File: src/psnr_pkg.sv
// Package for the pixel signal-to-noise block: word types, field widths,
// outcome codes and the token that runs down the cell chain. No dependencies.
package psnr_pkg;

  localparam int SAMPLE_W      = 32;
  localparam int VAR_W         = 32;
  localparam int RATIO_W       = 48;
  localparam int FRAC_W        = 16;
  localparam int RES_W         = 2 * SAMPLE_W - 2 + 2 * FRAC_W + 1;
  localparam int PROD_W        = RATIO_W + VAR_W;
  localparam int D_W           = 2 * RATIO_W + VAR_W + 1;
  localparam int SAMPLE_W_DEF  = 32;

  localparam logic [1:0] OUTCOME_GOOD = 2'd0;
  localparam logic [1:0] OUTCOME_BAD  = 2'd1;
  localparam logic [1:0] OUTCOME_LOW  = 2'd2;

  typedef struct packed {
    logic signed [SAMPLE_W-1:0] sample;
    logic                       sample_bad;
    logic [VAR_W-1:0]           variance;
    logic                       variance_bad;
  } psnr_in_t;

  typedef struct packed {
    logic signed [RATIO_W-1:0] ratio;
    logic [1:0]                outcome;
  } psnr_out_t;

  // Per-word state held in each cell: residual a*a - q*q*v, running q*v.
  typedef struct packed {
    logic               valid;
    logic [1:0]         outcome;
    logic               neg;
    logic [RATIO_W-1:0] q;
    logic [PROD_W-1:0]  y;
    logic [RES_W-1:0]   r;
    logic [VAR_W-1:0]   v;
  } psnr_tok_t;

endpackage

File: src/psnr_front.sv
// Front end: bad-flag and threshold checks, sample magnitude, and the
// squared scaled magnitude that seeds the cell chain. Uses psnr_pkg.
module psnr_front import psnr_pkg::*; #(
  parameter int SAMPLE_WIDTH = SAMPLE_W_DEF
) (
  input  logic             clk,
  input  logic             rst,
  input  logic             load,
  input  psnr_in_t         item,
  input  logic [VAR_W-1:0] min_variance,
  output psnr_tok_t        tok
);

  localparam int SW = SAMPLE_WIDTH;

  logic             s1_valid;
  logic [1:0]       s1_outcome;
  logic             s1_neg;
  logic [SAMPLE_W-1:0] s1_mag;
  logic [VAR_W-1:0] s1_v;

  logic [VAR_W-1:0]    thr;
  logic [SW-1:0]       field;
  logic [SAMPLE_W-1:0] mag_next;
  logic [1:0]          outcome_next;
  logic [2*SAMPLE_W-1:0] sq;

  always_comb begin
    thr   = (min_variance == '0) ? VAR_W'(1) : min_variance;
    field = item.sample[SW-1:0];
    if (field[SW-1]) begin
      mag_next = SAMPLE_W'(-$signed(field)) & SAMPLE_W'((64'd1 << SW) - 64'd1);
    end else begin
      mag_next = SAMPLE_W'(field);
    end
    if (item.sample_bad || item.variance_bad) begin
      outcome_next = OUTCOME_BAD;
    end else if (item.variance < thr) begin
      outcome_next = OUTCOME_LOW;
    end else begin
      outcome_next = OUTCOME_GOOD;
    end
  end

  always_ff @(posedge clk) begin
    if (rst) begin
      s1_valid <= 1'b0;
      tok.valid <= 1'b0;
    end else begin
      s1_valid <= load;
      tok.valid <= s1_valid;
    end
    s1_outcome <= outcome_next;
    s1_neg     <= field[SW-1];
    s1_mag     <= mag_next;
    s1_v       <= item.variance;
    tok.outcome <= s1_outcome;
    tok.neg     <= s1_neg;
    tok.q       <= '0;
    tok.y       <= '0;
    tok.v       <= s1_v;
    tok.r       <= RES_W'({sq, {(2*FRAC_W){1'b0}}});
  end

  assign sq = s1_mag * s1_mag;

endmodule

File: config.mk
export PLATFORM = sky130hd
export DESIGN_NAME = psnr_front
export DESIGN_NICKNAME = d
export VERILOG_FILES = /design/src/psnr_pkg.sv /design/src/psnr_front.sv
export SDC_FILE = /design/constraint.sdc
export NUM_CORES = 2
export LEC_CHECK = 0
export BUFFER_PORTS_ARGS = -buffer_cell sky130_fd_sc_hd__buf_2
export CORE_MARGIN = 8
export CORE_UTILIZATION = 35
export CTS_CLUSTER_DIAMETER = 200
export DETAILED_ROUTE_END_ITERATION = 8
export MAX_ROUTING_LAYER = met4
export PLACE_DENSITY_LB_ADDON = 0.3
export SKIP_LAST_GASP = 1
export SLEW_MARGIN = 20
export SYNTH_ARGS = -nofsm -noshare
export SYNTH_HDL_FRONTEND = slang
export SYNTH_SLANG_ARGS = --single-unit
File: constraint.sdc
create_clock -name clk -period 18 [get_ports clk]
set_clock_uncertainty 0.1 [all_clocks]
set_input_delay 3.6 -clock clk [delete_from_list [all_inputs] [get_ports clk]]
set_output_delay 3.6 -clock clk [all_outputs]
set_load 0.05 [all_outputs]
# [After elaboration in Yosys (flattened, before gate mapping)]
# Index checks and enable logic that the tools add are counted.
[totals] ff_bits=167 input_bits=101 output_inout_bits=259 elab_cells=19
[op_classes] add_sub_neg=1 mul=1 magnitude_cmp=1 mux=3 reduce_logical=2
[op_table] cell="multiplier 32 x 32 -> 63 bit" n=1
[op_table] cell="zero test 32 bit" n=1
[op_table] cell="< comparator 32 bit" n=1
[op_table] cell="two-way mux 32 bit" n=1
[op_table] cell="negator 32 bit" n=1
[op_table] cell="two-way mux 31 bit" n=1
[op_table] cell="two-way mux 2 bit" n=1
[op_table] cell="logical OR 1 bit" n=1

# [Depth between registers and ports, before layout]
[depth] word_depth=4 mapped_depth=29 mapped_depth_nobuf=26

# [Least setup slack after synthesis]
# OpenSTA, ideal clock, no wires.
[synth_path] path_kind="register to register" from="reg s1_mag[4]" to="reg tok[122] in the netlist's numbering" setup_ps=72 t_arrival_ps=7266 required_ps=17828 slack_ps=10563 path_stages_with_launch=27 path_buffers=3 period_less_slack_ps=7437 cell_sequence="dfxtp_1 > clkbuf_1 > clkbuf_1 > nand2_1 > fa_1 > inv_1 > fa_1 > inv_1 > fa_1 > fa_1 > inv_1 > fa_1 > inv_1 > fa_1 > inv_1 > fa_1 > fa_1 > ha_1 > clkbuf_1 > and4_1 > nand2_1 > nor2_1 > nand4_1 > a2111oi_0 > o31ai_1 > o21ai_0 > xor2_1"
[synth_via] elab_chain_len=1
[synth_lines] item="from (decl)" line_no="psnr_front.sv:19" source="logic [SAMPLE_W-1:0] s1_mag;"
[synth_lines] item="from (signal assigned)" line_no="psnr_front.sv:55" source="s1_mag <= mag_next;"
[synth_lines] item="multiplier 32 x 32 -> 63 bit" line_no="psnr_front.sv:65" source="assign sq = s1_mag * s1_mag;"
[synth_lines] item="named net sq[58]" line_no="psnr_front.sv:26" source="logic [2*SAMPLE_W-1:0] sq;"
[synth_lines] item="to (decl)" line_no="psnr_front.sv:11" source="output psnr_tok_t tok"
# The timed path passes the listed nets, and every way through them passes these cells.
# A chain may end at the register's enable or synchronous reset.

# [Final worst setup path]
[layout_path] from="reg s1_mag[9]" to="reg tok[122] in the netlist's numbering"
# The elaborated chain is that of the path after synthesis.

==> results.cfg <==
[timing]
drv_slew = 0
max-slew-margin-rel = 0.2500
tightest_slew_ps = 1124
rsz0062_at_grt = false
fin_setup_tns_ps = 0
fmax_mhz = 111.4
layout_worst_path_cycle_share = 0.4986
finalSetupViolations = 0
finalCriticalPeriod_ps = 8976
final-hold-violation-count = 0
setup_ws_ps = 9024

[global_route]
grt_pass1_wl_mm = 156.4
antenna_found_initial = 1
track_usage = 0.1852
overflow = 0
grt_max_degree = 40
grt_pass1_vias = 27010

[logic_synthesis]
syn_avg_cell_area_um2 = 9.504
netlist_area_mm2 = 0.03534
ys_seq_area_frac = 0.09405
synth_top_cell_by_area = fa_1
synth_top_area_share = 0.4504
ys_async_sr_fraction = 0
syn_inst = 3718
synth-warning-count = 0
synth.distinct_cells = 59
ys_ff_latch = 166
ys.flop_type = dfxtp_1
synthTopCellsByArea = fa_1, ha_1, inv_1
synth_edf_count = 0

[critical_path]
critPathArrivalTime_ps = 9230
crit_type = reg -> reg
startpoint_type = flop
path_max_fanout = 18
critPathCaptureType = flop
rrSetupSlack_ps = 9020
worstPathRequired_ps = 18260

[routing]
via_count = 24010
drtIter0Drc = 1333
drt-vias-per-instance = 4.654
wl_mm = 98.18
ant_nets = 0
wl_per_cell_um = 19.03
first_pass_iters = 5
drc = 0

[cts]
cts_resized = 0
holdBufCountCts = 0
htree_levels = 4
cts_root_buf = clkbuf_16
tritoncts = done
clock_latency_ps = 460
cts_sinks = 166
cts_buffer_depth = 2
cts.clk_slew.worst_paths_ps = 90
cts_setup_buffers = 0
cts_buffers = 17

[run]
drv_cap = 0

[die]
die_y_um = 333.7
num_io_pins = 360
design.die.area_mm2 = 0.1114
fp.dieW_um = 333.7
rows = 116
start_util = 0.3528
core_mm2 = 0.1001

[placement]
dp_slack_ps = 9154
port_buffers = 198
dp.cells = 5125
hpwl_mm = 79.43
globalplace.congestion = 0.9306

[layout]
fin_cells = 5159
most-common-layout-cells = inv_1, fa_1, ha_1
syn_to_final_growth_pct = 6.905
post-route-util = 0.3772
layout_commonest_cell = inv_1
fill_cells = 10130
drive_gt1_frac = 0.07541
fin_nets = 5062

[status]
status = finished clean

[worst_hold_path]
hp-class = reg -> reg
routing by layer:
layer / up-vias / part of all wire / global-route usage
met5: - / 0 / -
met4: 0 / 0.024 / 0.03874
li1: 10880 / - / -
met1: 12300 / 0.43 / 0.2396
met3: 140 / 0.050 / 0.02429
met2: 694 / 0.49 / 0.3118
cell usage after synthesis, types with 13 or more instances:
cell      count
a21o_1       47
a21oi_1      88
and2_1      237
buf_4       161
clkbuf_1    122
dfxtp_1     166
fa_1        795
ha_1        320
inv_1      1003
nand2_1     303
nand3_1      13
nand4_1      21
nor2_1       72
nor2b_1      20
nor4_1       15
o21ai_0      50
o21bai_1     14
o31ai_1      15
xnor2_1      80
xor2_1       47
logic make-up (layout without fill, tap and decap cells):
logic type	after synthesis	count (layout)	synth area share
DFF	166	166	0.09405
and+or+nand+nor	732	732	0.1033
buffers and inverters	1289	1270	0.1540
muxes	4	4	0.001169
xor gates and xnor gates	127	127	0.03148
AOI/OAI and AO/OA	284	284	0.05219
adders and majority gates	1115	1115	0.5637
other	1	163	0.0001061
cell type report:
| type | count | area, um^2 | area share |
|---|---|---|---|
| timing repair buffer | 233 | 1254 | 0.03319 |
| clock inverter | 15 | 193.9 | 0.005134 |
| clock buffer | 17 | 425.4 | 0.01126 |
| sequential | 166 | 3329 | 0.08814 |
| inverter | 1005 | 3772 | 0.09986 |
| multi-input combinational | 2423 | 27170 | 0.7193 |
| tap | 1298 | 1624 | 0.04299 |
| antenna | 2 | 5.005 | 0.0001325 |
sequential cells by signal (all words and copies together), names as in the netlist:
| name | cells |
|---|---|
| s1_mag | 32 |
| s1_neg | 1 |
| s1_outcome | 2 |
| s1_v | 32 |
| s1_valid | 1 |
| tok | 98 |
critical path: stages (launching register included):
cell and delay, ps:
dfxtp_1 520, buf_4 450, clkinv_1 610, nor2_1 430
fa_1 490, fa_1 540, inv_1 50, fa_1 440
fa_1 540, inv_1 50, fa_1 430, fa_1 430
fa_1 430, fa_1 400, ha_1 410, a21oi_1 300
o21ai_0 150, nand3_1 130, nor2_1 60, a211oi_1 700
o21ai_0 260, o31ai_1 520, o21ai_0 210, xor2_1 170
final timing paths:
kind / start / to / depth (start not counted)
max: s1_mag[9] / tok[122] / 23
min: s1_v[8] / tok[8] / 0
max reg2reg: s1_mag[9] / tok[122] / 23
min reg2reg: s1_v[8] / tok[8] / 0
metrics by stage:
stage	hold slack, ps	area, um^2
after floorplan	209.6	35940
after global placement	209.6	37150
after detailed placement	212.1	37150
after CTS	229.5	37770
after global routing	233.4	37770
final	229.2	37780
Power is left out: the tool's default activity adds up to more than one toggle a clock period on the data nets, which glitch-free logic cannot reach.
