## src/psnr_pkg.sv

```systemverilog
// Package for the pixel signal-to-noise block: word types, field widths,
// outcome codes and the token that runs down the cell chain. No dependencies.
package psnr_pkg;

  localparam int SAMPLE_W      = 32;
  localparam int VAR_W         = 32;
  localparam int RATIO_W       = 48;
  localparam int FRAC_W        = 16;
  localparam int RES_W         = 2 * SAMPLE_W - 2 + 2 * FRAC_W + 1;
  localparam int PROD_W        = RATIO_W + VAR_W;
  localparam int D_W           = 2 * RATIO_W + VAR_W + 1;
  localparam int SAMPLE_W_DEF  = 32;

  localparam logic [1:0] OUTCOME_GOOD = 2'd0;
  localparam logic [1:0] OUTCOME_BAD  = 2'd1;
  localparam logic [1:0] OUTCOME_LOW  = 2'd2;

  typedef struct packed {
    logic signed [SAMPLE_W-1:0] sample;
    logic                       sample_bad;
    logic [VAR_W-1:0]           variance;
    logic                       variance_bad;
  } psnr_in_t;

  typedef struct packed {
    logic signed [RATIO_W-1:0] ratio;
    logic [1:0]                outcome;
  } psnr_out_t;

  // Per-word state held in each cell: residual a*a - q*q*v, running q*v.
  typedef struct packed {
    logic               valid;
    logic [1:0]         outcome;
    logic               neg;
    logic [RATIO_W-1:0] q;
    logic [PROD_W-1:0]  y;
    logic [RES_W-1:0]   r;
    logic [VAR_W-1:0]   v;
  } psnr_tok_t;

endpackage

```

## src/psnr_cell.sv

```systemverilog
// One cell of the root-quotient chain: decides one bit of q and updates the
// residual and running product. Uses psnr_pkg.
module psnr_cell import psnr_pkg::*; #(
  parameter int BIT = 0
) (
  input  logic      clk,
  input  logic      rst,
  input  psnr_tok_t tin,
  output psnr_tok_t tout
);

  logic [D_W-1:0]    d;
  logic              take;
  psnr_tok_t         t_next;

  // Setting bit b raises q*q*v by (q*v << (b+1)) + (v << 2b).
  always_comb begin
    d      = (D_W'(tin.y) << (BIT + 1)) + (D_W'(tin.v) << (2 * BIT));
    take   = d <= D_W'(tin.r);
    t_next = tin;
    if (take) begin
      t_next.q[BIT] = 1'b1;
      t_next.r      = tin.r - d[RES_W-1:0];
      t_next.y      = tin.y + (PROD_W'(tin.v) << BIT);
    end
  end

  always_ff @(posedge clk) begin
    if (rst) begin
      tout.valid <= 1'b0;
    end else begin
      tout.valid <= tin.valid;
    end
    tout.outcome <= t_next.outcome;
    tout.neg     <= t_next.neg;
    tout.q       <= t_next.q;
    tout.y       <= t_next.y;
    tout.r       <= t_next.r;
    tout.v       <= t_next.v;
  end

endmodule

```

## config.mk

```make
export PLATFORM = sky130hd
export DESIGN_NAME = psnr_cell
export DESIGN_NICKNAME = d
export VERILOG_FILES = /design/src/psnr_pkg.sv /design/src/psnr_cell.sv
export SDC_FILE = /design/constraint.sdc
export NUM_CORES = 1
export LEC_CHECK = 0
export BUFFER_PORTS_ARGS = -buffer_cell sky130_fd_sc_hd__buf_2
export CAP_MARGIN = 5
export CORE_MARGIN = 8
export CORE_UTILIZATION = 30
export DETAILED_ROUTE_END_ITERATION = 10
export HOLD_SLACK_MARGIN = 0.02
export SYNTH_ARGS = -nofsm -noshare
export SYNTH_HDL_FRONTEND = slang
export SYNTH_SLANG_ARGS = --single-unit
```

## constraint.sdc

```tcl
create_clock -name clk -period 12.98 [get_ports clk]
set_input_delay 2.596 -clock clk [delete_from_list [all_inputs] [get_ports clk]]
set_output_delay 2.596 -clock clk [all_outputs]
set_load 0.02 [all_outputs]
```

======== Word-level counts from Yosys, hierarchy flattened ========
Cells that the tools add are included.
cells by class
  add/subtract/negate cells ............... 3
  order comparisons ....................... 1
  mux-type cells .......................... 1
operator list
  cell                                              number
  175-bit 2-to-1 mux                                1
  82-bit by 95-bit <= comparator with 1-bit output  1
  95-bit by 82-bit subtractor with 95-bit output    1
  81-bit by 32-bit adder with 82-bit output         1
  80-bit by 32-bit adder with 80-bit output         1
storage, ports and cells
  register bits ........................... 259
  input port bits ......................... 261
  output and inout bits ................... 259
  logic and storage cells ................. 13

======== Depth between registers and ports, before layout ========
  word-level depth ........................ 3
  gate-level depth with buffers ........... 31
  gate-level depth less buffers ........... 28

======== Worst setup path before layout ========
No wires, ideal clock.
  kind .................................... input to register
  start point ............................. input port tin[1] (netlist name)
  end point ............................... register tout[124] (netlist name)
  library setup time ...................... 121 ps
  arrival time ............................ 7670 ps
  data required time ...................... 12859 ps
  path slack .............................. 5189 ps
  cell stages on the path ................. 30
  buffers on the path ..................... 2
  path through ............................ ha_1 -> inv_1 -> fa_1 -> nor2b_1 -> o21a_1 -> o21ai_1 -> a21oi_1 -> o31a_1 -> o311ai_1 -> nor3_1 -> o22a_1 -> nand2_1 -> a21o_1 -> buf_2 -> nor2_1 -> xnor2_1 -> ha_1 -> clkbuf_1 -> nand2_1 -> or3_1 -> nor4_2 -> a211oi_1 -> o211ai_1 -> nor3_2 -> o21ai_2 -> a21oi_1 -> o21ai_1 -> a211o_1 -> nor2_1 -> xor2_1
RTL lines
  element             line            RTL
  start: declaration  psnr_cell.sv:8  input psnr_tok_t tin,
  end: declaration    psnr_cell.sv:9  output psnr_tok_t tout

==> metrics <==
status=finished clean; largest family of logic cells by synthesized area=compound AO/OA/AOI/OAI gates; P_leak=0.00946 uW; die area=around 64000 sq um; Reg with most FFs=tout; register area=roughly 5200 sq um; Seq cells post-synth=259; main flop type after synthesis=dfxtp_1; post-CTS setup buffers=0; hold wc startpoint=tin[253]; largest registers=tout x259; dpl ws=between 2 and 3 ns; part of the power in registers=roughly 32%; endpoint class of the critical path=flop; crit path time final=between 9 and 10 ns; Max Cap Viol=0; Final Cycle Share=around 74%; fraction of layout cells with a size suffix above 1=between 20 and 25%; Clock power frac=between 20 and 30%; vias in the first global route=~17k; core area=55200 sq um; sw frac=37.6%; count of standard-cell rows=between 80 and 90; RSZ-0062 raised after global routing=false; antenna violations before repair=11; wl on met1=between 20000 and 30000 um; initial drt markers=roughly 1.2k; Hold Crit Class=input pin to flop; Worst-path clk slew=~0.06 ns; Final WS setup=roughly 3.4 ns; DRT antenna net count=0; Hold Path Stages=1; synth unique cells=78; Synth Area in XOR/XNOR=roughly 13%; Comb power frac=about two fifths; Die Y-Extent=approximately 250 um; Placed Cells=between 3k and 4k; number of buffers created by CTS=30; worst hold margin=~2.1 ns; total wire length=between 70000 and 80000 um; Placer Congestion=about 0.94; residual DRC count=0; Top Metal Used=met5; Min-Delay Endpoint=tout[253]; CP Class=input pin to flop; VDD IR max=109 uV; Gate Count Post-Synth=around 2.1k; I/O Buffers=between 500 and 600; switching power total=roughly 1100 uW; mux cell area share after synthesis=0.0671%; CP max FO=52; initial core utilization=between 30 and 40%; Mapped Area=approximately 17000 sq um; met2 routed WL=34100 um; drt wl/cell=between 20 and 25 um; Worst EP required=roughly 13 ns; final hold viol count=0; hpwl dp=between 60000 and 70000 um; largest net degree at the start of global routing=76; register area share after synthesis=a little over 30%; CTS tree=yes; Pint=1890 uW; final setup vio count=0; Async S/R FF share, synth=0%; crit path DAT=between 10 and 15 ns; syn nets=2477; Worst-Margin Slew=1.00 ns; vias per cell=a little over 5; Layout area overhead=25.4%; global route overflow=0; post-cts sizing count=0; startpoint types=input pin; gr usage total=a little over a fifth; Post-synth EDFFs=0; clock buffer depth=3; FILL cells=about 5.8k; Max Freq=approximately 0.10 GHz; pwr/cell area=between 100 and 150 nW/um^2; met3 wire length=between 5000 and 6000 um; Yosys warnings=0; first-pass GRT wire length=approximately 110000 um; Post-Synth Adder-Cell Area=between 10 and 15%; H-tree lvl count=1; Pre-Repair DR Iteration Count=5; hold buffer count at cts=0; post-route cell area=approximately 21000 sq um; Boundary Pins=between 500 and 600; Final #Nets=2944; Post-Synth Simple-Gate Area=slightly above 20%; final setup TNS=0 ns; mean area per synthesized cell=8.12 sq um; area of the multi-input gates=11000 sq um; complex-gate fraction of the synthesized area=between 20% and 30%; Final Slew Violations=0; relative slew slack=between 30 and 40%; Largest register FFs=259; Finished Layout Cells=around 3.3k; Root Buffer=clkbuf_16; via count=approximately 17k; CTS sink count=259; placed cell area=20000 sq um; die width=around 250 um
[placed cells by master (no fill, tap or decap), types with 28 or more instances in the layout]
| master | n |
|---|---|
| clkbuf_16 | 30 |
| nand2_1 | 170 |
| nand3_1 | 63 |
| nor2_1 | 211 |
| nor3_1 | 58 |
| xnor2_1 | 125 |
| dfxtp_1 | 259 |
| nand4_1 | 60 |
| o21ai_0 | 87 |
| a21o_1 | 75 |
| inv_1 | 43 |
| o21bai_1 | 33 |
| ha_1 | 145 |
| and3_1 | 28 |
| buf_2 | 519 |
| xor2_1 | 119 |
| a21oi_1 | 235 |
[power by group through the flow]
stage,clock network [uW],logic [uW],registers (uW)
finish,892,1160,983
global route,947,1250,995
CTS,918,1160,985
detailed placement,0,1150,1000
global placement,0,1150,1000
floorplan,0,568,1160
[layer usage]
metal / vias up / GRT usage (%)
li1: 8317 / -
met1: 8037 / 25.9
met2: 691 / 36.5
met3: 103 / 4.85
met4: 12 / 5.89
met5: - / 0
[Yosys cell counts (3+ instances only)]
cell	count	area, sq um
inv_1	43	161
nor2_1	211	792
xor2_1	119	1040
nand2b_1	18	113
fa_1	3	60.1
nand3_1	63	315
a21oi_2	6	52.6
a211o_1	5	43.8
a41oi_1	3	26.3
o21ai_1	10	50.1
a21oi_1	235	1180
a21boi_0	12	90.1
clkbuf_1	57	214
o21ai_2	3	26.3
o21a_1	19	143
nor4_1	19	119
o21ai_0	87	435
o21bai_1	33	248
and3_1	28	175
nor3_1	58	290
nor2b_1	20	125
a31oi_1	12	75.1
a21o_1	75	563
ha_1	145	1810
o211ai_1	15	113
nor3_2	4	40.0
buf_1	8	30.0
or2_2	12	75.1
buf_2	22	110
nand2_1	170	638
o221ai_1	4	35.0
o41a_1	3	33.8
or3_1	14	87.6
o31ai_1	7	52.6
dfxtp_1	259	5180
and2_1	9	56.3
and4_1	10	87.6
buf_6	3	33.8
o2111ai_1	3	26.3
a211oi_1	9	67.6
xnor2_1	125	1090
nand4b_1	4	35.0
nand4_1	60	375
[cell families after synthesis]
family                     after synthesis
AOI/OAI and AO/OA                      568
xor gates and xnor gates               244
adders and majority gates              148
buffers and inverters                  135
DFF                                    259
muxes                                    1
and+or+nand+nor                        713
[worst max-delay path, cell delays in order]
cell and delay [ns]:
buf_2 0.13, ha_1 0.22, inv_1 0.07, fa_1 0.21, nor2b_1 0.06, o21a_1 0.18
o21ai_1 0.22, a21oi_1 0.14, o31a_1 0.38, o311ai_1 0.43, nor3_1 0.16, o22a_1 0.26
nand2_1 0.27, a21o_1 0.59, nor2_1 0.13, xnor2_1 0.52, ha_1 0.36, nand2_1 0.10
or3_1 0.44, nor4_2 0.63, a31oi_1 0.36, o21ai_4 0.34, buf_4 0.46, buf_4 0.53
nor2_1 0.08, a21oi_1 0.14
[layout make-up]
cell class | count | area share [%]
multi-input cells | 1674 | 52.5
flip-flops and latches | 259 | 24.6
repair buffers | 527 | 12.6
well taps | 748 | 4.45
clock buffers | 41 | 4.10
clock inverters | 13 | 0.898
inverters | 43 | 0.767
diodes | 6 | 0.0713
[worst max path at each step]
| stage | endpoint | cells after the start | startpoint |
|---|---|---|---|
| floorplan | tout[124] | 30 | tin[1] |
| global placement | tout[124] | 28 | tin[2] |
| detailed placement | tout[62] | 25 | tin[1] |
| CTS | tout[62] | 26 | tin[1] |
| global route | tout[146] | 26 | tin[1] |
| finish | tout[146] | 26 | tin[1] |
[metrics by stage]
stage,power [uW],utilization [%]
final,3030,38.1
after global routing,3190,38.1
after CTS,3060,38.1
after detailed placement,2150,36.2
after global placement,2150,36.2
after floorplan,1730,-
(Power assumes the default switching activity.)
